### config.mk
export PLATFORM = sky130hd
export DESIGN_NAME = serial_command_line_framer
export DESIGN_NICKNAME = d
export VERILOG_FILES = /design/src/sv/scf_pkg.sv /design/src/sv/scf_ram.sv /design/src/sv/scf_classifier.sv /design/src/sv/serial_command_line_framer.sv
export SDC_FILE = /design/constraint.sdc
export NUM_CORES = 1
export LEC_CHECK = 0
export BUFFER_PORTS_ARGS = -buffer_cell sky130_fd_sc_hd__buf_2
export CORE_MARGIN = 1.5
export CORE_UTILIZATION = 43
export DETAILED_ROUTE_END_ITERATION = 10
export PLACE_DENSITY_LB_ADDON = 0.1
export SYNTH_ARGS = -nofsm -noshare
export SYNTH_HDL_FRONTEND = slang
export SYNTH_SLANG_ARGS = --single-unit
### constraint.sdc
create_clock -name clk -period 9.1 [get_ports clk]
set_input_delay 1.365 -clock clk [delete_from_list [all_inputs] [get_ports clk]]
set_output_delay 1.365 -clock clk [all_outputs]
set_load 0.02 [all_outputs]
### src/sv/scf_pkg.sv
// ----------------------------------------------------------------------------
// scf_pkg
// Shared types, constants and command patterns for the serial command line
// framer.
// ----------------------------------------------------------------------------
package scf_pkg;

	// Line store geometry. The capacity must stay within 8 to 255.
	localparam int LINE_CAPACITY = 128;
	localparam int ADDR_W        = $clog2(LINE_CAPACITY);
	localparam int POS_W         = 8;

	localparam logic [15:0] GAP_TICKS_RESET = 16'd2;

	localparam logic [7:0] CHAR_CR = 8'h0d;
	localparam logic [7:0] CHAR_LF = 8'h0a;

	// Smallest line that is latched is one byte longer than this.
	localparam logic [POS_W-1:0] MIN_LINE_LEN = POS_W'(2);

	// Command codes reported on a fetch.
	localparam logic [2:0] CODE_NONE    = 3'd0;
	localparam logic [2:0] CODE_UNKNOWN = 3'd1;
	localparam logic [2:0] CODE_TEM0    = 3'd2;
	localparam logic [2:0] CODE_TEM97   = 3'd3;
	localparam logic [2:0] CODE_ENSOR   = 3'd4;
	localparam logic [2:0] CODE_DISSOR  = 3'd5;
	localparam logic [2:0] CODE_SEND    = 3'd6;

	// Prefix patterns, in priority order, padded with zero past their length.
	localparam int NUM_PAT    = 5;
	localparam int PREFIX_LEN = 6;
	localparam int IDX_W      = $clog2(PREFIX_LEN + 1);

	localparam int PAT_TEM0   = 0;
	localparam int PAT_TEM97  = 1;
	localparam int PAT_ENSOR  = 2;
	localparam int PAT_DISSOR = 3;
	localparam int PAT_SEND   = 4;

	localparam logic [7:0] PAT_CHARS [NUM_PAT][PREFIX_LEN] = '{
		'{8'h54, 8'h45, 8'h4d, 8'h3d, 8'h30, 8'h00},  // TEM=0
		'{8'h54, 8'h45, 8'h4d, 8'h3d, 8'h39, 8'h37},  // TEM=97
		'{8'h45, 8'h4e, 8'h53, 8'h4f, 8'h52, 8'h00},  // ENSOR
		'{8'h44, 8'h49, 8'h53, 8'h53, 8'h4f, 8'h52},  // DISSOR
		'{8'h53, 8'h45, 8'h4e, 8'h44, 8'h00, 8'h00}   // SEND
	};

	localparam logic [IDX_W-1:0] PAT_LEN [NUM_PAT] = '{
		IDX_W'(5), IDX_W'(6), IDX_W'(5), IDX_W'(6), IDX_W'(4)
	};

	typedef struct packed {
		logic        cmd;
		logic [7:0]  data_byte;
		logic [15:0] arrival_time;
	} scf_in_item_t;

	typedef struct packed {
		logic             byte_stored;
		logic             line_done;
		logic [2:0]       command_code;
		logic [POS_W-1:0] line_length;
	} scf_out_item_t;

	// Status from the classifier back to the framer.
	typedef struct packed {
		logic       busy;
		logic       done;
		logic [2:0] code;
	} scf_cls_rsp_t;

endpackage

### src/sv/scf_ram.sv
// ----------------------------------------------------------------------------
// scf_ram
// Generic single-write, single-read synchronous RAM with registered read data.
// ----------------------------------------------------------------------------
module scf_ram #(
	parameter int WIDTH = 8,
	parameter int DEPTH = 128
) (
	input  logic                     clk,
	input  logic                     wr_en,
	input  logic [$clog2(DEPTH)-1:0] wr_addr,
	input  logic [WIDTH-1:0]         wr_data,
	input  logic                     rd_en,
	input  logic [$clog2(DEPTH)-1:0] rd_addr,
	output logic [WIDTH-1:0]         rd_data
);

	logic [WIDTH-1:0] mem_q [DEPTH];

	always_ff @(posedge clk) begin
		if (wr_en) begin
			mem_q[wr_addr] <= wr_data;
		end
		if (rd_en) begin
			rd_data <= mem_q[rd_addr];
		end
	end

endmodule

### src/sv/scf_classifier.sv
// ----------------------------------------------------------------------------
// scf_classifier
// Reads the first bytes of the line store one per cycle and matches them
// against the command prefixes.
// ----------------------------------------------------------------------------
module scf_classifier import scf_pkg::*; (
	input  logic              clk,
	input  logic              arst_n,
	input  logic              start,
	output logic              rd_en,
	output logic [ADDR_W-1:0] rd_addr,
	input  logic [7:0]        rd_data,
	output scf_cls_rsp_t      rsp
);

	logic                 busy_q;
	logic [IDX_W-1:0]     issue_idx_q;
	logic                 cmp_valid_s1;
	logic [IDX_W-1:0]     cmp_idx_s1;
	logic [NUM_PAT-1:0]   match_q;
	logic [NUM_PAT-1:0]   match_d;
	logic                 last_cmp;

	assign rd_en   = busy_q && (issue_idx_q < IDX_W'(PREFIX_LEN));
	assign rd_addr = ADDR_W'(issue_idx_q);

	// A character past a pattern's length does not take part in its match.
	always_comb begin
		match_d = match_q;
		if (cmp_valid_s1) begin
			for (int p = 0; p < NUM_PAT; p++) begin
				if (cmp_idx_s1 < PAT_LEN[p] && rd_data != PAT_CHARS[p][cmp_idx_s1]) begin
					match_d[p] = 1'b0;
				end
			end
		end
	end

	assign last_cmp = cmp_valid_s1 && (cmp_idx_s1 == IDX_W'(PREFIX_LEN - 1));

	always_comb begin
		rsp.busy = busy_q;
		rsp.done = last_cmp;
		if (match_d[PAT_TEM0]) begin
			rsp.code = CODE_TEM0;
		end else if (match_d[PAT_TEM97]) begin
			rsp.code = CODE_TEM97;
		end else if (match_d[PAT_ENSOR]) begin
			rsp.code = CODE_ENSOR;
		end else if (match_d[PAT_DISSOR]) begin
			rsp.code = CODE_DISSOR;
		end else if (match_d[PAT_SEND]) begin
			rsp.code = CODE_SEND;
		end else begin
			rsp.code = CODE_UNKNOWN;
		end
	end

	always_ff @(posedge clk or negedge arst_n) begin
		if (!arst_n) begin
			busy_q       <= 1'b0;
			issue_idx_q  <= '0;
			cmp_valid_s1 <= 1'b0;
			cmp_idx_s1   <= '0;
			match_q      <= '1;
		end else begin
			cmp_valid_s1 <= rd_en;
			cmp_idx_s1   <= issue_idx_q;
			if (start) begin
				busy_q      <= 1'b1;
				issue_idx_q <= '0;
				match_q     <= '1;
			end else begin
				match_q <= match_d;
				if (rd_en) begin
					issue_idx_q <= issue_idx_q + IDX_W'(1);
				end
				if (last_cmp) begin
					busy_q <= 1'b0;
				end
			end
		end
	end

endmodule

### src/sv/serial_command_line_framer.sv
// ----------------------------------------------------------------------------
// serial_command_line_framer
// Frames serial bytes into CR LF terminated lines and classifies a pending
// line by its command prefix on request.
// ----------------------------------------------------------------------------
// The input channel carries items of two kinds. A byte item (cmd low) brings
// a received byte and its arrival tick; a fetch item (cmd high) asks for the
// pending line to be classified and released. Every input item yields exactly
// one output item, in order.
// A byte item is handled in the cycle it is accepted: the line store write,
// the gap check and the end-of-line check all happen at that edge, which also
// registers the result in the output or skid register. Byte items can follow
// each other in every cycle while the skid register is free.
// A fetch with no line pending answers the same way. A fetch of a pending
// line reads the first six store entries through the single RAM read port,
// one per cycle, and compares each against all patterns; its result is
// registered once the last entry is compared, and the input is held off
// during that read sequence. Nothing is written to the store then, so reads
// and writes never touch the same entry at once.
// The output side has a result register and a skid register, so an item is
// still accepted while one result waits for the receiver. When both are
// full, in_ready drops until the receiver takes a result.
// Reset clears the framing state, the pending line and the output valid
// flags and restores gap_ticks to two; the line store itself is not cleared.
// ----------------------------------------------------------------------------
module serial_command_line_framer import scf_pkg::*; (
	input  logic          clk,
	input  logic          arst_n,
	input  logic          in_valid,
	output logic          in_ready,
	input  scf_in_item_t  in_item,
	output logic          out_valid,
	input  logic          out_ready,
	output scf_out_item_t out_item,
	input  logic          cfg_wr_en,
	input  logic [15:0]   cfg_wr_data
);

	// Configuration and framing state.
	logic [15:0]      gap_ticks_q;
	logic [POS_W-1:0] wr_pos_q;
	logic [7:0]       prev_byte_q;
	logic [15:0]      last_arrival_q;
	logic [POS_W-1:0] pending_len_q;

	// Output result register and skid register.
	logic          out_valid_q;
	scf_out_item_t out_q;
	logic          skid_valid_q;
	scf_out_item_t skid_q;

	logic          in_fire;
	logic          byte_fire;
	logic          fetch_fire;
	logic          cls_start;
	scf_cls_rsp_t  cls_rsp;
	logic          cls_rd_en;
	logic [ADDR_W-1:0] cls_rd_addr;
	logic [7:0]    cls_rd_data;

	logic [15:0]      gap;
	logic [POS_W-1:0] pos_start;
	logic [POS_W-1:0] pos_after;
	logic [POS_W-1:0] wr_pos_d;
	logic [POS_W-1:0] pending_len_d;
	logic             store_byte;
	logic             end_of_line;
	logic             line_latched;

	logic          res_push;
	scf_out_item_t res;
	logic          out_pop;

	// No new item while the classifier owns the store or the skid is taken.
	assign in_ready   = !skid_valid_q && !cls_rsp.busy;
	assign in_fire    = in_valid && in_ready;
	assign byte_fire  = in_fire && !in_item.cmd;
	assign fetch_fire = in_fire && in_item.cmd;
	assign cls_start  = fetch_fire && (pending_len_q != '0);

	// Wrapping gap since the previous byte; a long gap restarts the line.
	assign gap       = in_item.arrival_time - last_arrival_q;
	assign pos_start = (gap > gap_ticks_q) ? '0 : wr_pos_q;

	assign end_of_line = (prev_byte_q == CHAR_CR) && (in_item.data_byte == CHAR_LF);

	// While a line is pending, bytes only move the time stamp and the
	// restart; nothing is stored and the previous byte is kept.
	always_comb begin
		store_byte    = 1'b0;
		line_latched  = 1'b0;
		pos_after     = pos_start;
		wr_pos_d      = pos_start;
		pending_len_d = pending_len_q;
		if (pending_len_q == '0) begin
			store_byte = pos_start < POS_W'(LINE_CAPACITY);
			if (store_byte) begin
				pos_after = pos_start + POS_W'(1);
			end
			wr_pos_d = pos_after;
			if (end_of_line) begin
				wr_pos_d = '0;
				if (pos_after > MIN_LINE_LEN) begin
					line_latched  = 1'b1;
					pending_len_d = pos_after;
				end
			end
		end
	end

	scf_ram #(
		.WIDTH(8),
		.DEPTH(LINE_CAPACITY)
	) u_line_store (
		.clk    (clk),
		.wr_en  (byte_fire && store_byte),
		.wr_addr(pos_start[ADDR_W-1:0]),
		.wr_data(in_item.data_byte),
		.rd_en  (cls_rd_en),
		.rd_addr(cls_rd_addr),
		.rd_data(cls_rd_data)
	);

	scf_classifier u_classifier (
		.clk    (clk),
		.arst_n (arst_n),
		.start  (cls_start),
		.rd_en  (cls_rd_en),
		.rd_addr(cls_rd_addr),
		.rd_data(cls_rd_data),
		.rsp    (cls_rsp)
	);

	// One result per item: a byte, an empty fetch, or a finished classification.
	always_comb begin
		res_push = 1'b0;
		res      = '0;
		if (byte_fire) begin
			res_push         = 1'b1;
			res.byte_stored  = store_byte;
			res.line_done    = line_latched;
			res.command_code = CODE_NONE;
			res.line_length  = pending_len_d;
		end else if (fetch_fire && !cls_start) begin
			res_push         = 1'b1;
			res.command_code = CODE_NONE;
		end else if (cls_rsp.done) begin
			res_push         = 1'b1;
			res.command_code = cls_rsp.code;
			res.line_length  = pending_len_q;
		end
	end

	always_ff @(posedge clk or negedge arst_n) begin
		if (!arst_n) begin
			gap_ticks_q    <= GAP_TICKS_RESET;
			wr_pos_q       <= '0;
			prev_byte_q    <= '0;
			last_arrival_q <= '0;
			pending_len_q  <= '0;
		end else begin
			if (cfg_wr_en) begin
				gap_ticks_q <= cfg_wr_data;
			end
			if (byte_fire) begin
				last_arrival_q <= in_item.arrival_time;
				wr_pos_q       <= wr_pos_d;
				pending_len_q  <= pending_len_d;
				if (pending_len_q == '0) begin
					prev_byte_q <= in_item.data_byte;
				end
			end
			if (cls_rsp.done) begin
				pending_len_q <= '0;
			end
		end
	end

	// Two-entry output buffer: the skid only fills when the result register
	// is held by the receiver.
	assign out_pop = out_valid_q && out_ready;

	always_ff @(posedge clk or negedge arst_n) begin
		if (!arst_n) begin
			out_valid_q  <= 1'b0;
			skid_valid_q <= 1'b0;
		end else begin
			if (!out_valid_q || out_pop) begin
				out_valid_q <= skid_valid_q || res_push;
				if (skid_valid_q) begin
					skid_valid_q <= res_push;
				end
			end else if (res_push) begin
				skid_valid_q <= 1'b1;
			end
		end
	end

	always_ff @(posedge clk) begin
		if (!out_valid_q || out_pop) begin
			if (skid_valid_q) begin
				out_q  <= skid_q;
				skid_q <= res;
			end else begin
				out_q <= res;
			end
		end else if (res_push) begin
			skid_q <= res;
		end
	end

	assign out_valid = out_valid_q;
	assign out_item  = out_q;

endmodule

* After elaboration in Yosys (flattened, before gate mapping)
Memories as Yosys holds them, arrays and structs flattened. A register that Yosys moved wholly into a read port is not among the register bits.
Cells that the tools add are included.
** Storage, ports and cells
- RAM bits :: 1024
- Output and inout port bits :: 15
- ROM bits :: 320
- Flip-flop bits (word level) :: 97
- Memories kept :: 6
- Bits in latches :: 0
** Memory list
- u_line_store.mem_q :: depth 128, width 8, read ports 1, clocked after memory_dff 1, wr ports 1, RTL line scf_ram.sv:18 : logic [WIDTH-1:0] mem_q [DEPTH];
- (name not given) :: depth 8, width 8, read ports 1, clocked after memory_dff 0, wr ports 0, RTL line scf_classifier.sv:32 : if (cmp_idx_s1 < PAT_LEN[p] && rd_data != PAT_CHARS[p][cmp_idx_s1]) begin
- (name not given) :: depth 8, width 8, read ports 1, clocked after memory_dff 0, wr ports 0, RTL line scf_classifier.sv:32
- (name not given) :: depth 8, width 8, read ports 1, clocked after memory_dff 0, wr ports 0, RTL line scf_classifier.sv:32
- (name not given) :: depth 8, width 8, read ports 1, clocked after memory_dff 0, wr ports 0, RTL line scf_classifier.sv:32
- (name not given) :: depth 8, width 8, read ports 1, clocked after memory_dff 0, wr ports 0, RTL line scf_classifier.sv:32
** Cells by class
- Equality and inequality tests :: 9
- Shift operators :: 0
- Bitwise logic cells :: 1
- Div/mod/pow operators :: 0
- Order comparisons :: 8
- Multiply operators :: 0
- Mux-type cells :: 57
- Reductions and logical operators :: 31
- $add $sub $neg :: 3
** Operator list (number)
- $mux W8 :: 21
- $mux W13 :: 4
- $ne A8 B8 Y1 :: 5
- $mux W3 :: 8
- $mux W11 :: 2
- $mux W1 :: 19
- $eq A8 B4 Y1 const B :: 2
- $gt A16 B16 Y1 :: 1
- $logic_and A1 B1 Y1 :: 16
- $sub A16 B16 Y16 :: 1
- $lt A3 B3 Y1 const B :: 4
- $mux W5 :: 2
- $add A8 B1 Y8 const B :: 1
- $gt A8 B2 Y1 const B :: 1
- $logic_not A8 Y1 :: 1
- $lt A8 B8 Y1 const B :: 1
- $reduce_bool A2 Y1 :: 4
- $reduce_bool A8 Y1 :: 1
- $logic_not A1 Y1 :: 5
- $ge A4 B4 Y1 const B :: 1
- $not A3 Y4 :: 1
- $reduce_and A2 Y1 :: 2
- $add A3 B1 Y3 const B :: 1
- $eq A3 B3 Y1 const B :: 1
- other kinds (3) :: 4

* Depth between registers and ports, before layout
- Depth in word-level cells :: 18
- Depth in mapped cells :: 17
- Depth with buffers taken out :: 16

* Cells and area by module
Synthesis repeated with hierarchy kept, for this count alone.
** Unflattened totals
- Cells, all modules :: 2282
- Area, all modules :: 45842.7 µm²
** Modules (own cells, without submodules)
- scf_ram :: area an instance 39745.6 µm², instances 1, cells an instance 1635
- serial_command_line_framer :: area an instance 4819.6 µm², instances 1, cells an instance 494
- scf_classifier :: area an instance 1277.5 µm², instances 1, cells an instance 153

* Least setup slack after synthesis
Ideal clock, no wire load.
- Kind :: in2reg
- Start point :: input in_item[0] (netlist bit)
- End point :: memory u_line_store.mem_q[1][0], enable pin
- Data required time :: 8.705 ns
- Arrival time :: 4.986 ns
- Slack :: 3.719 ns
- Buffers on the path :: 1
- Cell stages on the path :: 16
- Cells stage by stage :: inv_1 > ha_1 > fa_1 > nor2b_1 > o31a_1 > o41ai_2 > a311oi_1 > or4_1 > nand3_1 > ha_1 > nand3_1 > nor4_1 > and4_1 > buf_2 > o21ai_2 > nor4_1
** On the way
- Longest elaborated chain between the ends :: 8
** RTL lines
- from (decl) :: RTL line serial_command_line_framer.sv:31 : input scf_in_item_t in_item,
- $sub A16 B16 Y16 (*) :: RTL line serial_command_line_framer.sv:82 : assign gap = in_item.arrival_time - last_arrival_q;
- $gt A16 B16 Y1 (*) :: RTL line serial_command_line_framer.sv:83 : assign pos_start = (gap > gap_ticks_q) ? '0 : wr_pos_q;
- $mux W8 (*) :: RTL line serial_command_line_framer.sv:83
- $lt A8 B8 Y1 :: RTL line serial_command_line_framer.sv:96 : store_byte = pos_start < POS_W'(LINE_CAPACITY);
- $mux W1 :: RTL line serial_command_line_framer.sv:95 : if (pending_len_q == '0) begin
- $logic_and A1 B1 Y1 :: RTL line serial_command_line_framer.sv:116 : .wr_en (byte_fire && store_byte),
- $mux W1 :: RTL line scf_ram.sv:21 : if (wr_en) begin
- $mux W1 (not written as such) :: RTL line scf_ram.sv:22 : mem_q[wr_addr] <= wr_data;
- to (decl) :: RTL line scf_ram.sv:18
Mark *: on every way between the ends. The rest lies on a longest branch, timed or not.

* Final worst setup path
- Start point :: input in_item[4] (netlist bit)
- End point :: memory u_line_store.mem_q[3][0], enable pin
The elaborated chain is that of the path after synthesis.

==> qor.yml <==
final_antenna_net_count: 0
gr-total-overflow: 0
min_period_over_period: 0.617
drt-pass1-iter-count: 4
ys_warn_count: 0
vias: 5991
synth.cell_area_mm2: 0.00884
synth_top_area_cell: "edfxtp_1"
finalSetupTns_ps: 0
synth_seq_cells: 169
root_buffer: "clkbuf_16"
final_hold_viol_count: 0
initial_utilization: 0.438
worst_slew_pin_slew_ps: 1150
diodes: 0
crit_top_cell: "ha_1"
cts_tree: "built"
synth-async-reset-ratio: 0.420
die_h_um: 146
drt-initial-drc-count: 434
power_density_mw_per_mm2: 171
cts.clk_slew.worst_paths_ps: 70
arrival_ps: 5660
worst_clock_skew_ps: 11.3
synth_top_family_by_area: "compound AO/OA/AOI/OAI gates"
row_count: 52
drc: 0
path_class: "input pin to register"
track_usage: 0.189
critPathRequiredTime_ps: 9140
worstSkewPairLatency_ps: 430
io_pins: 61
die_area_mm2: 0.0214
io_buffers: 60
fin_crit_ps: 5610
synth_xor_area_frac: 0.0327
syn_nets: 856
synth_edf_count: 98
coreArea_mm2: 0.0202
crit_slowest_cell: "nor3_1"
ctsResizeCount: 0
dieWidth_um: 146
synth_compound_area_frac: 0.142
cts.sinks: 169
place_area_mm2: 0.00929
grt_pass1_vias: 5849
rsz0062_at_grt: "false"
post-cts-setup-buffers: 0
seq_area_frac_synth: 0.535
synth_common_cells: "103 x nand2_1, 98 x edfxtp_1, 65 x dfrtp_1"
drive_gt1_frac: 0.171
antenna_found_initial: 0
grt_first_pass_wirelength_mm: 31.6
h-tree-depth: 4
grt_max_degree: 72
area_delta_synth_final_pct: 11.7
yosysMostFrequentCell: "nand2_1"
worst_path_largest_cell_delay_ps: 960
p_total_mw: 1.69
relSlewSlack: 0.226
cts_hold_buf: 0
p_leak_nw: 4.06
netlist_instances: 771
clock_tree.buffer_depth: 2
synth_mux_area_frac: 0.0545
setup_viol: 0
fmax_ghz: 0.178
hpwl_mm: 13.6
outcome: "finished clean"
yosys.area_share.simple: 0.137
cts_made_buffers: 17
drv_cap: 0
synthAdderAreaFrac: 0.0561
synth_cell_types: 75
yosys.area.top_type_share: 0.333
slew_violations: 0
fin_nets: 901
critPathLaunchType: "input pin"
drt-total-wl_mm: 19.1
crit_fanout: 8
vias_per_cell: 5.45
gp_congestion: 0.852
worstHoldPathType: "register to register"
syn_avg_cell_area_um2: 11.5
critPathCaptureType: "register"
peakVddDrop_uv: 136
final_area_mm2: 0.00987
path_cells: "buf_2 -> ha_1 -> o211ai_1 -> a21oi_1 -> o2111ai_1 -> a211oi_1 -> o21ai_0 -> a211o_1 -> ha_1 -> nand3_1 -> nor4_1 -> and4_1 -> o21ai_2 -> nor3_1"
wire_per_inst_um: 17.4
synth_area_leaders: "edfxtp_1 33%, dfrtp_1 18%, ha_1 5.4%, nand2_1 4.4%, mux4_2 4.1%"
synth_ff_type: "edfxtp_1"
## sequential cells by signal, indices dropped and copies added (netlist names)
name and cells:
wr_pos_q 8, u_classifier.cmp_idx_s1 3, pending_len_q 8, gap_ticks_q 16, u_line_store.rd_data 8, u_classifier.match_q 5
u_classifier.busy_q 1, u_line_store.mem_q 64, prev_byte_q 8, u_classifier.issue_idx_q 3, out_item 13, last_arrival_q 16
skid_q 13, out_valid 1, u_classifier.cmp_valid_s1 1, skid_valid_q 1
## cell type report
cell class / count / area [um2]
well taps: 270 / 338
clock buffers: 21 / 483
inverters: 46 / 173
fillers: 1869 / 10300
clock inverters: 11 / 100
repair buffers: 63 / 325
multi-input cells: 519 / 3730
flip-flops and latches: 169 / 4730
## logic make-up (layout without fill, tap and decap cells)
family | after synthesis | in the layout
DFF | 169 | 169
xor gates and xnor gates | 33 | 33
and+or+nand+nor | 243 | 243
adders and majority gates | 39 | 39
buffers and inverters | 83 | 141
AOI/OAI and AO/OA | 177 | 177
muxes | 27 | 27
## worst max-delay path: cells and delay by family
kind | cells | cell delay, ps
AOI/OAI and AO/OA | 7 | 1640
and+or+nand+nor | 4 | 1910
buffers and inverters | 1 | 110
adders and majority gates | 2 | 640
## path summary, 6_finish.rpt
kind | from | to | slack (ps) | depth (start not counted)
max in group asynchronous | arst_n | u_classifier.cmp_idx_s1[1]$_DFF_PN0_ | 7410 | 1
worst min register to register | prev_byte_q[7]$_DFFE_PN0P_ | prev_byte_q[7]$_DFFE_PN0P_ | 480 | 2
min in group asynchronous | arst_n | gap_ticks_q[10]$_DFFE_PN0P_ | 1080 | 1
worst max-delay path | in_item[4] | u_line_store.mem_q[3][0]$_DFFE_PP_ | 3490 | 14
worst max register to register | last_arrival_q[4]$_DFFE_PN0P_ | u_line_store.mem_q[3][0]$_DFFE_PP_ | 4160 | 14
worst min-delay path | prev_byte_q[7]$_DFFE_PN0P_ | prev_byte_q[7]$_DFFE_PN0P_ | 480 | 2
## placed cells by master, fill, tap and decap left out, types with 21 or more instances in the layout
cell / instances
dfrtp_1: 65
nor2_1: 34
o21ai_0: 51
buf_2: 59
ha_1: 38
edfxtp_1: 98
inv_1: 46
a21oi_1: 26
o31ai_1: 21
nand2_1: 103
## power by group
group | total, mW | switching [mW] | internal [mW]
combinational | 0.148 | 0.0897 | 0.0586
clock | 0.713 | 0.321 | 0.392
sequential | 0.827 | 0.00578 | 0.821
total | 1.69 | 0.417 | 1.27
## metal layers
layer,GRT usage,up-vias,wire [um]
li1,-,2912,-
met1,0.269,2928,9360
met2,0.292,126,8670
met3,0.0350,25,765
met4,0.0621,0,313
met5,0,-,0
## stage by stage
step	util	hold WS [ps]	setup WS [ps]	cells
floorplan	-	352	3720	771
global placement	0.461	451	3270	1067
detailed placement	0.461	466	2980	1067
CTS	0.490	485	3430	1099
global route	0.490	516	2990	1099
finish	0.490	481	3490	1099
Note: power is estimated with default switching activity, not from simulation.
